<file path="config.mk">
export PLATFORM = sky130hd
export DESIGN_NAME = boot_upload_port_handshake
export DESIGN_NICKNAME = d
export VERILOG_FILES = /design/src/design/bup_pkg.sv /design/src/design/bup_in_stage.sv /design/src/design/bup_core.sv /design/src/design/bup_out_stage.sv /design/src/design/boot_upload_port_handshake.sv
export SDC_FILE = /design/constraint.sdc
export NUM_CORES = 1
export LEC_CHECK = 0
export BUFFER_PORTS_ARGS = -buffer_cell sky130_fd_sc_hd__buf_4
export CORE_ASPECT_RATIO = 1.5
export CORE_MARGIN = 1.5
export CORE_UTILIZATION = 50
export CTS_CLUSTER_DIAMETER = 80
export CTS_CLUSTER_SIZE = 14
export DETAILED_ROUTE_END_ITERATION = 10
export GPL_TIMING_DRIVEN = 0
export PLACE_DENSITY = 0.65
export SLEW_MARGIN = 15
export SYNTH_ARGS = -nofsm -noshare
export SYNTH_HDL_FRONTEND = slang
export SYNTH_SLANG_ARGS = --single-unit
export TNS_END_PERCENT = 50
</file>
<file path="constraint.sdc">
create_clock -name clk -period 4.24 [get_ports clk]
set_input_delay 0.212 -clock clk [delete_from_list [all_inputs] [get_ports clk]]
set_output_delay 0.212 -clock clk [all_outputs]
set_load 0.02 [all_outputs]
</file>
<file path="src/design/bup_pkg.sv">
// Shared types and constants for the boot upload mailbox handshake.
`default_nettype none
package bup_pkg;

    localparam logic [7:0] SIGNAL_BYTE = 8'hCC;
    localparam logic [7:0] PORT0_RESET = 8'hAA;
    localparam logic [7:0] PORT1_VALUE = 8'hBB;

    localparam logic REQ_READ  = 1'b0;
    localparam logic REQ_WRITE = 1'b1;

    localparam logic [1:0] PORT_0 = 2'd0;
    localparam logic [1:0] PORT_1 = 2'd1;
    localparam logic [1:0] PORT_2 = 2'd2;
    localparam logic [1:0] PORT_3 = 2'd3;

    localparam logic [2:0] PHASE_WAIT_SIGNAL = 3'd0;
    localparam logic [2:0] PHASE_BEGIN       = 3'd1;
    localparam logic [2:0] PHASE_XFER_START  = 3'd2;
    localparam logic [2:0] PHASE_WAIT_INDEX  = 3'd3;
    localparam logic [2:0] PHASE_EXECUTE     = 3'd4;

    typedef struct packed {
        logic       req_type;
        logic [1:0] port_index;
        logic [7:0] write_data;
    } bup_req_t;

    typedef struct packed {
        logic [7:0]  read_data;
        logic [2:0]  phase;
        logic [15:0] transfer_address;
    } bup_rsp_t;

    typedef struct packed {
        logic valid;
        logic take;
    } bup_hs_t;

endpackage
`default_nettype wire

</file>
<file path="src/design/bup_in_stage.sv">
// Input register stage that holds one accepted request transaction.
`default_nettype none
module bup_in_stage
    import bup_pkg::*;
(
    input  wire logic     clk,
    input  wire logic     rst_n,
    input  wire logic     req_valid,
    output logic          req_ready,
    input  wire bup_req_t req,
    input  wire logic     take,
    output bup_hs_t       hs,
    output bup_req_t      item
);

    logic     valid_reg;
    logic     valid_next;
    bup_req_t item_reg;

    assign req_ready  = !valid_reg || take;
    assign valid_next = (req_valid && req_ready) ? 1'b1 : (take ? 1'b0 : valid_reg);

    always_ff @(posedge clk or negedge rst_n)
    begin
        if (!rst_n)
        begin
            valid_reg <= 1'b0;
        end
        else
        begin
            valid_reg <= valid_next;
        end
    end

    always_ff @(posedge clk)
    begin
        if (req_valid && req_ready)
        begin
            item_reg <= req;
        end
    end

    assign hs.valid = valid_reg;
    assign hs.take  = take;
    assign item     = item_reg;

endmodule
`default_nettype wire

</file>
<file path="src/design/bup_core.sv">
// Mailbox port state and five-phase boot handshake update.
`default_nettype none
module bup_core
    import bup_pkg::*;
(
    input  wire logic     clk,
    input  wire logic     rst_n,
    input  wire bup_hs_t  hs,
    input  wire bup_req_t item,
    output bup_rsp_t      result
);

    typedef enum logic [2:0] {
        PH_WAIT_SIGNAL = 3'd0,
        PH_BEGIN       = 3'd1,
        PH_XFER_START  = 3'd2,
        PH_WAIT_INDEX  = 3'd3,
        PH_EXECUTE     = 3'd4
    } phase_t;

    logic [7:0]  ports_reg [4];
    logic [7:0]  ports_next [4];
    logic [7:0]  out0_reg;
    logic [7:0]  out0_next;
    phase_t      phase_reg;
    phase_t      phase_next;
    logic [15:0] addr_reg;
    logic [15:0] addr_next;
    logic [7:0]  idx_reg;
    logic [7:0]  idx_next;
    logic [7:0]  p0;
    logic [15:0] latched;
    logic        wr_fire;

    assign wr_fire = hs.valid && hs.take && (item.req_type == REQ_WRITE);

    always_comb
    begin
        ports_next = ports_reg;
        if (wr_fire)
        begin
            ports_next[item.port_index] = item.write_data;
        end
    end

    assign p0      = ports_next[0];
    assign latched = {ports_next[3], ports_next[2]};

    always_comb
    begin
        phase_next = phase_reg;
        out0_next  = out0_reg;
        addr_next  = addr_reg;
        idx_next   = idx_reg;
        if (wr_fire)
        begin
            case (phase_reg)
                PH_WAIT_SIGNAL:
                begin
                    if (p0 == SIGNAL_BYTE)
                    begin
                        phase_next = PH_BEGIN;
                        addr_next  = latched;
                        out0_next  = p0;
                    end
                end
                PH_BEGIN:
                begin
                    phase_next = (ports_next[1] == 8'd0) ? PH_EXECUTE : PH_XFER_START;
                end
                PH_XFER_START:
                begin
                    if (p0 == 8'd0)
                    begin
                        phase_next = PH_WAIT_INDEX;
                        out0_next  = p0;
                        addr_next  = addr_reg + 16'd1;
                        idx_next   = 8'd1;
                    end
                end
                PH_WAIT_INDEX:
                begin
                    if (p0 == idx_reg)
                    begin
                        out0_next = p0;
                        addr_next = addr_reg + 16'd1;
                        idx_next  = idx_reg + 8'd1;
                    end
                    else if (p0 > idx_reg)
                    begin
                        phase_next = PH_BEGIN;
                        out0_next  = p0;
                        addr_next  = latched;
                    end
                end
                default:
                begin
                    phase_next = phase_reg;
                end
            endcase
        end
    end

    always_comb
    begin
        result.read_data = 8'd0;
        if (item.req_type == REQ_READ)
        begin
            case (item.port_index)
                PORT_0:  result.read_data = out0_reg;
                PORT_1:  result.read_data = PORT1_VALUE;
                default: result.read_data = 8'd0;
            endcase
        end
        result.phase            = phase_next;
        result.transfer_address = addr_next;
    end

    always_ff @(posedge clk or negedge rst_n)
    begin
        if (!rst_n)
        begin
            ports_reg <= '{default: 8'd0};
            out0_reg  <= PORT0_RESET;
            phase_reg <= PH_WAIT_SIGNAL;
            addr_reg  <= 16'd0;
        end
        else
        begin
            ports_reg <= ports_next;
            out0_reg  <= out0_next;
            phase_reg <= phase_next;
            addr_reg  <= addr_next;
        end
    end

    always_ff @(posedge clk)
    begin
        idx_reg <= idx_next;
    end

endmodule
`default_nettype wire

</file>
<file path="src/design/bup_out_stage.sv">
// Result register stage that holds one response transaction until taken.
`default_nettype none
module bup_out_stage
    import bup_pkg::*;
(
    input  wire logic     clk,
    input  wire logic     rst_n,
    input  wire logic     load,
    input  wire bup_rsp_t result,
    output logic          space,
    output logic          rsp_valid,
    input  wire logic     rsp_ready,
    output bup_rsp_t      rsp
);

    logic     valid_reg;
    logic     valid_next;
    bup_rsp_t rsp_reg;

    assign space      = !valid_reg || rsp_ready;
    assign valid_next = load ? 1'b1 : (rsp_ready ? 1'b0 : valid_reg);

    always_ff @(posedge clk or negedge rst_n)
    begin
        if (!rst_n)
        begin
            valid_reg <= 1'b0;
        end
        else
        begin
            valid_reg <= valid_next;
        end
    end

    always_ff @(posedge clk)
    begin
        if (load)
        begin
            rsp_reg <= result;
        end
    end

    assign rsp_valid = valid_reg;
    assign rsp       = rsp_reg;

endmodule
`default_nettype wire

</file>
<file path="src/design/boot_upload_port_handshake.sv">
// Top level of the boot upload mailbox handshake.
// A request transaction is registered, then its response is registered.
// One transaction per cycle unless rsp_ready stalls; each write updates the port state.
// Reset (rst_n, async, active low): inbound ports 0, outbound port 0 = 0xAA,
// phase = wait for signal, address 0, both stages empty.
`default_nettype none
module boot_upload_port_handshake
    import bup_pkg::*;
(
    input  wire logic     clk,
    input  wire logic     rst_n,
    input  wire logic     req_valid,
    output logic          req_ready,
    input  wire bup_req_t req,
    output logic          rsp_valid,
    input  wire logic     rsp_ready,
    output bup_rsp_t      rsp
);

    bup_hs_t  hs;
    bup_req_t item;
    bup_rsp_t result;
    logic     space;
    logic     take;

    assign take = hs.valid && space;

    bup_in_stage u_in (
        .clk       (clk),
        .rst_n     (rst_n),
        .req_valid (req_valid),
        .req_ready (req_ready),
        .req       (req),
        .take      (take),
        .hs        (hs),
        .item      (item)
    );

    bup_core u_core (
        .clk    (clk),
        .rst_n  (rst_n),
        .hs     (hs),
        .item   (item),
        .result (result)
    );

    bup_out_stage u_out (
        .clk       (clk),
        .rst_n     (rst_n),
        .load      (take),
        .result    (result),
        .space     (space),
        .rsp_valid (rsp_valid),
        .rsp_ready (rsp_ready),
        .rsp       (rsp)
    );

endmodule
`default_nettype wire

</file>
# --- Word level (Yosys, flattened, before mapping) ---
# Cells that the tools add are included.
word_totals:
  regBits: 107
  inputBits: 15
  output_inout_bits: 29
  wordCells: 81
op_classes:
  add_sub_neg: 2
  order_cmp: 3
  eq_ne: 10
  muxes: 30
  bitwise_logic: 1
  reduce_logical: 19
ops:
  columns: ["cell", "n"]
  rows:
  - ["$mux 16", 5]
  - ["$mux 8", 7]
  - ["$pmux 16 s3", 1]
  - ["$bwmux 32", 1]
  - ["$mux 32", 1]
  - ["$pmux 8 s2", 2]
  - ["$pmux 8 s3", 1]
  - ["$mux 3", 6]
  - ["$add 16x1->16 const B", 1]
  - ["$demux 8 s2", 1]
  - ["$logic_not 8->1", 2]
  - ["$pmux 3 s4", 1]
  - ["$add 8x1->8 const B", 1]
  - ["$eq 8x8->1", 1]
  - ["$eq 8x8->1 const B", 1]
  - ["$gt 8x8->1", 1]
  - ["$eq 3x2->1 const B", 2]
  - ["$ne 2x1->1 const B", 3]
  - ["$reduce_bool 2->1", 3]
  - ["$logic_and 1x1->1", 5]
  - ["$reduce_and 5->1", 1]
  - ["$mux 1", 4]
  - ["$reduce_and 4->1", 1]
  - ["$eq 3x1->1 const B", 1]
  - ["other kinds (10)", 12]

# --- Depth between registers and ports, before layout ---
# Gate-level depths: netlist (run 1).
logic_depth:
  depth_word: 12
  depth_mapped: 13
  ltp_nobuf: 11

# --- Hierarchy ---
# A second synthesis (run 1) with hierarchy kept.
unflattened:
  hier_cells: 410
  hier_area_um2: 5043.6
modules_own_cells:
  columns: ["module", "instances", "cells_each", "area_per_inst_um2", "seq_area_each_um2"]
  rows:
  - ["bup_core", 1, 362, 3779.9, 1721.7]
  - ["bup_out_stage", 1, 30, 858.3, 835.8]
  - ["bup_in_stage", 1, 17, 399.1, 355.3]
  - ["boot_upload_port_handshake", 1, 1, 6.3, 0.0]

# --- Least setup slack after synthesis (run 1) ---
# OpenSTA, ideal clock, no wires.
synth_path:
  path_type: "reg-to-reg"
  start: "reg u_out.valid_reg (netlist: u_out.rsp_valid)"
  end: "reg u_out.rsp_reg, in the netlist u_out.rsp[6] (data pin)"
  setup_time_ps: 260
  t_arrival_ps: 3326
  required_ps: 3980
  path_slack_ps: 654
  path_stages_with_launch: 14
  n_path_buf: 2
  period_less_slack_ps: 3586
  cell_sequence: "dfrtp_1 nor2b_1 buf_6 nor4_4 mux2_2 ha_1 nand4_1 nor2_1 nor2_1 nand2_1 o311ai_4 buf_6 a21o_1 a22o_1"
synth_lines:
  columns: ["element", "line", "text"]
  rows:
  - ["from (decl)", "bup_out_stage.sv:16", "logic valid_reg;"]
  - ["from (signal assigned)", "bup_out_stage.sv:31", "valid_reg <= valid_next;"]
  - ["to (signal assigned)", "bup_out_stage.sv:39", "rsp_reg <= result;"]
  - ["to (decl)", "bup_out_stage.sv:18", "bup_rsp_t rsp_reg;"]

==> results of run 1 <==
metal layers:
layer  up-vias  share of wire [%]  track usage, %
li1       1622                  -               -
met1      1701                 38           27.25
met2        75                 56           41.22
met3        19                3.7           4.241
met4         0                2.4           8.872
met5         -                  0               0
path summary, 6_finish.rpt:
path,start,to,depth (start not counted)
max,u_in.item[9],u_out.rsp[5],12
min,req[2],u_in.item[2],1
max reg2reg,u_in.item[9],u_out.rsp[5],12
min reg2reg,u_core.out0_reg[7],u_core.out0_reg[7],2
max in group asynchronous,rst_n,u_core.addr_reg[15],2
min in group asynchronous,rst_n,u_core.ports_reg[19],2
cells in the mapped netlist (6+ instances only):
master	instances	area, µm²
edfxtp_1	46	1381
o21ai_0	18	90.09
nor2_1	20	75.07
and3_1	6	37.54
o21a_1	7	52.55
xnor2_1	7	61.31
o2bb2ai_1	6	52.55
nand2_1	41	153.9
ha_1	10	125.1
inv_1	15	56.30
nor4_1	6	37.54
a22o_1	8	70.07
nand3_1	16	80.08
a21oi_1	14	70.07
clkbuf_1	6	22.52
dfrtp_1	57	1426
nor3_1	10	50.05
mux2_2	30	337.8
kinds of logic after synthesis:
| logic type | Yosys count | share of synthesized area (%) |
|---|---|---|
| AO/OA/AOI/OAI | 81 | 11.94 |
| buffers and inverters | 26 | 2.525 |
| XOR/XNOR | 12 | 2.121 |
| AND/OR/NAND/NOR | 134 | 14.27 |
| multiplexers | 35 | 7.828 |
| flip-flops | 107 | 58.79 |
| adder cells (fa/ha/maj) | 10 | 2.525 |
cell type report:
type	count	area [µm²]
Tap cell	115	143.9
Multi-Input combinational cell	272	1924
Fill cell	807	3886
Clock buffer	9	225.2
Inverter	15	56.30
Timing Repair Buffer	48	362.8
Clock inverter	7	53.80
Buffer	11	68.82
Sequential cell	107	2913
critical path: cells and delay by family (launching register included):
kind | cells | cell delay, ns
buffers and inverters | 3 | 0.70
adder cells (fa/ha/maj) | 1 | 0.32
multiplexers | 1 | 0.40
flip-flops | 1 | 0.36
AND/OR/NAND/NOR | 4 | 1.14
AO/OA/AOI/OAI | 3 | 0.75
power groups by stage:
stage          sequential (mW)  clock (mW)  combinational, mW
4_1_cts                   1.46       0.794              0.704
3_3_place_gp              1.48           0              0.684
2_1_floorplan             1.50           0              0.422
6_report                  1.46       0.777              0.700
3_5_place_dp              1.48           0              0.698
5_1_grt                   1.49       0.836              0.761
what timing repair did:
action                                  in CTS  in global routing
endpoints found under the hold margin       57                  0
resized for setup                            0                  1
setup buffers                                0                  4
hold buffers                                 1                  0
endpoints found under the setup margin       0                  8
through the flow:
step | total power [mW] | hold WS (ns) | area [µm²] | setup slack, ns | cells
6_report | 2.941 | 0.03019 | 5748 | 0.2977 | 584
3_3_place_gp | 2.162 | 0.3352 | 5421 | 0.07750 | 563
4_1_cts | 2.962 | 0.02618 | 5718 | 0.08306 | 580
5_1_grt | 3.088 | 0.02057 | 5748 | 0.01003 | 584
2_1_floorplan | 1.917 | -0.08359 | 4955 | 0.6535 | 405
3_5_place_dp | 2.181 | 0.3545 | 5429 | 0.1308 | 563
placed cells by master, fill, tap and decap left out, drive strengths merged, types with 3 or more instances in the layout:
cell / Yosys / routed
clkinv: 0 / 4
o2bb2ai: 6 / 6
inv: 15 / 16
a22oi: 4 / 4
xnor2: 7 / 7
nand2: 43 / 43
o21ai: 21 / 21
a21o: 3 / 3
nor3: 11 / 11
nand2b: 3 / 3
nor2: 20 / 20
nor4: 7 / 7
mux2: 30 / 30
and3: 6 / 6
and2: 4 / 4
and4: 3 / 3
or2: 3 / 3
ha: 10 / 10
nor4b: 4 / 4
buf: 5 / 52
xor2: 5 / 5
dfrtp: 57 / 57
nand3: 16 / 16
clkbuf: 6 / 15
edfxtp: 46 / 46
nor2b: 5 / 5
mux2i: 5 / 5
a22o: 8 / 8
dfstp: 4 / 4
o21a: 7 / 7
nand4: 4 / 4
a21oi: 14 / 14
==> flow_summary.toml, run 1 <==
[critical_path]
cp_max_fo = 10
crit_top_cell = "nor2_1"
reg2reg_slack_ns = 0.30
cp-start-kind = "register"
cpPeakStageDelay_ns = 0.44
worstPathCellList = "clkbuf_1 -> nor4_4 -> buf_4 -> mux2_2 -> ha_1 -> nand4_1 -> nor2_1 -> nor2_1 -> a211oi_1 -> buf_2 -> o21ai_0 -> a22o_1"
crit_required_ns = 4.34
slowest_stage = "nor2_1"
critPathArrivalTime_ns = 4.04
path_class = "reg -> reg"
endpoint_kind = "register"

[die]
rows = 44
start_util_pct = 51.43
die_x_um = 84.28
io_pins = 44
dieHeight_um = 124.9
coreArea_mm2 = 0.009634
die_area_mm2 = 0.01053

[place]
port_buffers = 43
dp_hpwl_mm = 8.355
gp_congestion = 0.8982

[timing]
period_share_pct = 92.98
hold_violations = 0
max_freq_mhz = 253.7
setup_violations = 0
slew_violations = 0
worst_pin_slew_ns = 1.050
rsz0062_at_grt = "false"
relSlewSlack_pct = 29.85
tns_ns = 0
fin_crit_ns = 3.942
finClkSkew_ns = 0.007643

[clock_network]
clock-sinks = 107
cts_made_buffers = 9
htree_levels = 3
clk_transition_reported_paths_ns = 0.07
cts_tree = "done"
root_buffer = "clkbuf_16"
clock_latency_ns = 0.35
cts_max_path_buffers = 2

[pwr]
share_comb_of_total_power_pct = 23.8
p_switching_uw = 930.1
swShare_pct = 31.62
p_seq_share_pct = 49.8
power_frac_clock_pct = 26.4
p_int_mw = 2.011
irDropWorstVdd_v = 0.0003307
leakage_nw = 2.366
power_density_mw_per_mm2 = 511.7

[synthesis]
synth-main-ff-cell = "dfrtp_1"
netlist_instances = 405
synth_seq_cells = 107
synthArstFlopShare_pct = 57.01
syn-num-nets = 430
syn_area_per_cell_um2 = 12.23
ys_warn_count = 0
seq_area_frac_synth_pct = 58.79
yosys.cell_types.count = 56
syn-cell-area_mm2 = 0.004955
synth_edf_count = 46

[drt]
wl_per_cell_um = 19.85
vias = 3417
drt-total-wl_mm = 11.60
ant_nets = 0
drt_first_pass_iters = 4
vias_per_cell = 5.851
drtIter0Drc = 152
drc = 0

[final_layout]
largest_reg_flops = 32
final_util_pct = 59.66
antennaDiodeCount = 0
fin_nets = 489
syn2layout_area_growth_pct = 16.01
drive_gt1_share_pct = 24.52

[global_routing]
grt_max_degree = 62
first_global_vias = 3334
antenna_found_initial = 0
grt_usage_pct = 23.07
grt_pass1_wl_mm = 18.19
grt-ovfl-total = 0

[min_path]
hp-class = "in -> reg"

[outcome]
status = "finished clean"

[job]
maxCapViolCount = 0
Note: power is estimated with default switching activity, not from simulation.
==> run 2, diff against run 1 <==
--- a/config.mk
+++ b/config.mk
@@ -8,12 +8,12 @@
 export BUFFER_PORTS_ARGS = -buffer_cell sky130_fd_sc_hd__buf_4
 export CORE_ASPECT_RATIO = 1.5
 export CORE_MARGIN = 1.5
-export CORE_UTILIZATION = 50
+export CORE_UTILIZATION = 35
 export CTS_CLUSTER_DIAMETER = 80
 export CTS_CLUSTER_SIZE = 14
 export DETAILED_ROUTE_END_ITERATION = 10
 export GPL_TIMING_DRIVEN = 0
-export PLACE_DENSITY = 0.65
+export PLACE_DENSITY = 0.48
 export SLEW_MARGIN = 15
 export SYNTH_ARGS = -nofsm -noshare
 export SYNTH_HDL_FRONTEND = slang
==> run 2 against run 1 <==
Net effect: global-route usage is 5.7 points lower; clock power is 4.9% higher; count of clock-buffer cells in the layout stayed put; design area is 1.6% higher; final cell count is 8.6% higher; largest power group unchanged; sequential share of layout area is 0.78 points lower; critical path type unchanged; worst hold slack worse by 0.0023 ns; flip-flop and latch count stayed put.
==> flow_summary.toml, run 2 (synthesis gave the netlist of run 1 again) <==
[global_routing]
grt-ovfl-total = 0
grt_busiest_layer = "met2"
met1_usage_pct = 20.19
grt_pass1_wl_mm = 19.33
antenna_found_initial = 0
use_met3_pct = 2.444
first_global_vias = 3552
grt_usage_pct = 17.41
grt_max_degree = 62
gr-usage-met2_pct = 31.87

[clock_network]
clock-sinks = 107
cts_made_buffers = 9
cts_tree = "done"
htree_levels = 3
cts_max_path_buffers = 2
root_buffer = "clkbuf_16"
clk_transition_reported_paths_ns = 0.08
clock_latency_ns = 0.35

[critical_path]
cp-start-kind = "register"
crit_top_cell = "o21ai_0"
path_class = "reg -> reg"
cp_max_fo = 10
crit_required_ns = 4.34
critPathArrivalTime_ns = 4.16
slowest_stage = "o21ai_0"
cpPeakStageDelay_ns = 0.52
endpoint_kind = "register"
worstPathCellList = "nor2b_1 -> buf_6 -> nor4_4 -> buf_4 -> mux2_2 -> ha_1 -> nand2_1 -> o21ai_0 -> nor2_1 -> a211oi_1 -> buf_2 -> o21ai_0 -> a22o_1"

[min_path]
hp-class = "in -> reg"

[pwr]
share_comb_of_total_power_pct = 23.1
swShare_pct = 31.88
irDropWorstVdd_v = 0.0001938
power_frac_clock_pct = 27.5
p_seq_share_pct = 49.5
power_density_mw_per_mm2 = 508.3
leakage_nw = 2.388
p_int_mw = 2.021
p_switching_uw = 945.9

[timing]
setup_violations = 0
worst_pin_slew_ns = 1.050
hold_violations = 0
rsz0062_at_grt = "false"
fin_crit_ns = 4.060
finClkSkew_ns = 0.01161
tns_ns = 0
period_share_pct = 95.75
slew_violations = 0
max_freq_mhz = 246.3
setup_slack_ns = 0.1801
fin_hold_ws_ns = 0.02789
relSlewSlack_pct = 29.81

[final_layout]
syn2layout_area_growth_pct = 17.83
fin_nets = 489
layout_common_cells = "57 x dfrtp_1, 47 x buf_4, 46 x edfxtp_1"
largest_reg_flops = 32
antennaDiodeCount = 0
multi_input_area_mm2 = 0.001936
seqCellArea_mm2 = 0.002913
drive_gt1_share_pct = 24.73
nFillCells = 1354
mostFrequentLayoutCell = "dfrtp_1"

[place]
dp_hpwl_mm = 8.824
gp_congestion = 0.8813
dpl_worst_slack_ns = -0.008763
port_buffers = 43

[drt]
ant_nets = 0
wl_per_cell_um = 19.17
drtIter0Drc = 129
drt_first_pass_iters = 5
drc = 0
drt-total-wl_mm = 12.15
vias_per_cell = 5.383
vias = 3413

[outcome]
status = "finished clean"

[die]
rows = 53
die_area_mm2 = 0.01489
coreArea_mm2 = 0.01393
dieHeight_um = 148.7
die_x_um = 100.1
io_pins = 44
start_util_pct = 35.58

[job]
maxCapViolCount = 0
## run 2: changes by cell type in the layout (fill, tap and decap cells not counted), sizes merged
cell      change
inv           +3
clkinvlp      -2
clkinv        -1
## run 2: power by group through the flow
stage	combinational [mW]	clock [mW]	sequential, mW
finish	0.684	0.815	1.47
global route	0.754	0.882	1.50
CTS	0.690	0.840	1.47
detailed placement	0.685	0	1.49
global placement	0.668	0	1.49
floorplan	0.422	0	1.50
## run 2: cell type report
cell class / count / share of cell area [%]
plain buffers: 11 / 1.179
flip-flops and latches: 107 / 49.89
inverters: 15 / 0.9644
well taps: 165 / 3.536
multi-input cells: 272 / 33.15
clock inverters: 7 / 0.9859
repair buffers: 48 / 6.429
clock buffers: 9 / 3.858
## run 2: final timing paths
check	startpoint	to	slack, ns	cells after the start
max in group asynchronous	rst_n	u_core.ports_reg[11]	3.20	2
min in group asynchronous	rst_n	u_core.addr_reg[15]	0.51	2
hold / removal	req[8]	u_in.item[8]	0.03	1
hold reg to reg	u_core.out0_reg[3]	u_core.out0_reg[3]	0.46	2
setup reg to reg	u_out.rsp_valid	u_out.rsp[5]	0.18	13
setup / recovery	u_out.rsp_valid	u_out.rsp[5]	0.18	13
## run 2: worst max-delay path: cells and delay by family, from the launching register on
family,cells,cell delay [ns]
flops,1,0.38
buf+inv,3,0.65
mux,1,0.38
compound gates,4,1.30
fa+ha+maj,1,0.32
simple gates,4,0.78
## run 2: per-layer routing
layer,vias to the layer above,share of wire (%)
li1,1614,-
met1,1716,40
met2,63,56
met3,20,2.0
met4,0,2.0
met5,-,0
## run 2: stage by stage
stage	utilization (%)	power (mW)	cells	instance area [µm²]
global placement	39.38	2.154	613	5484
finish	41.92	2.967	634	5838
floorplan	-	1.917	405	4955
CTS	41.92	3.000	634	5838
detailed placement	39.64	2.174	614	5520
global route	41.92	3.136	634	5838
## run 2: what timing repair did
item,4_1_cts,5_1_grt
resized for setup,1,0
setup buffers,3,0
hold buffers,1,0
hold endpoints to repair,24,0
setup endpoints to repair,1,0
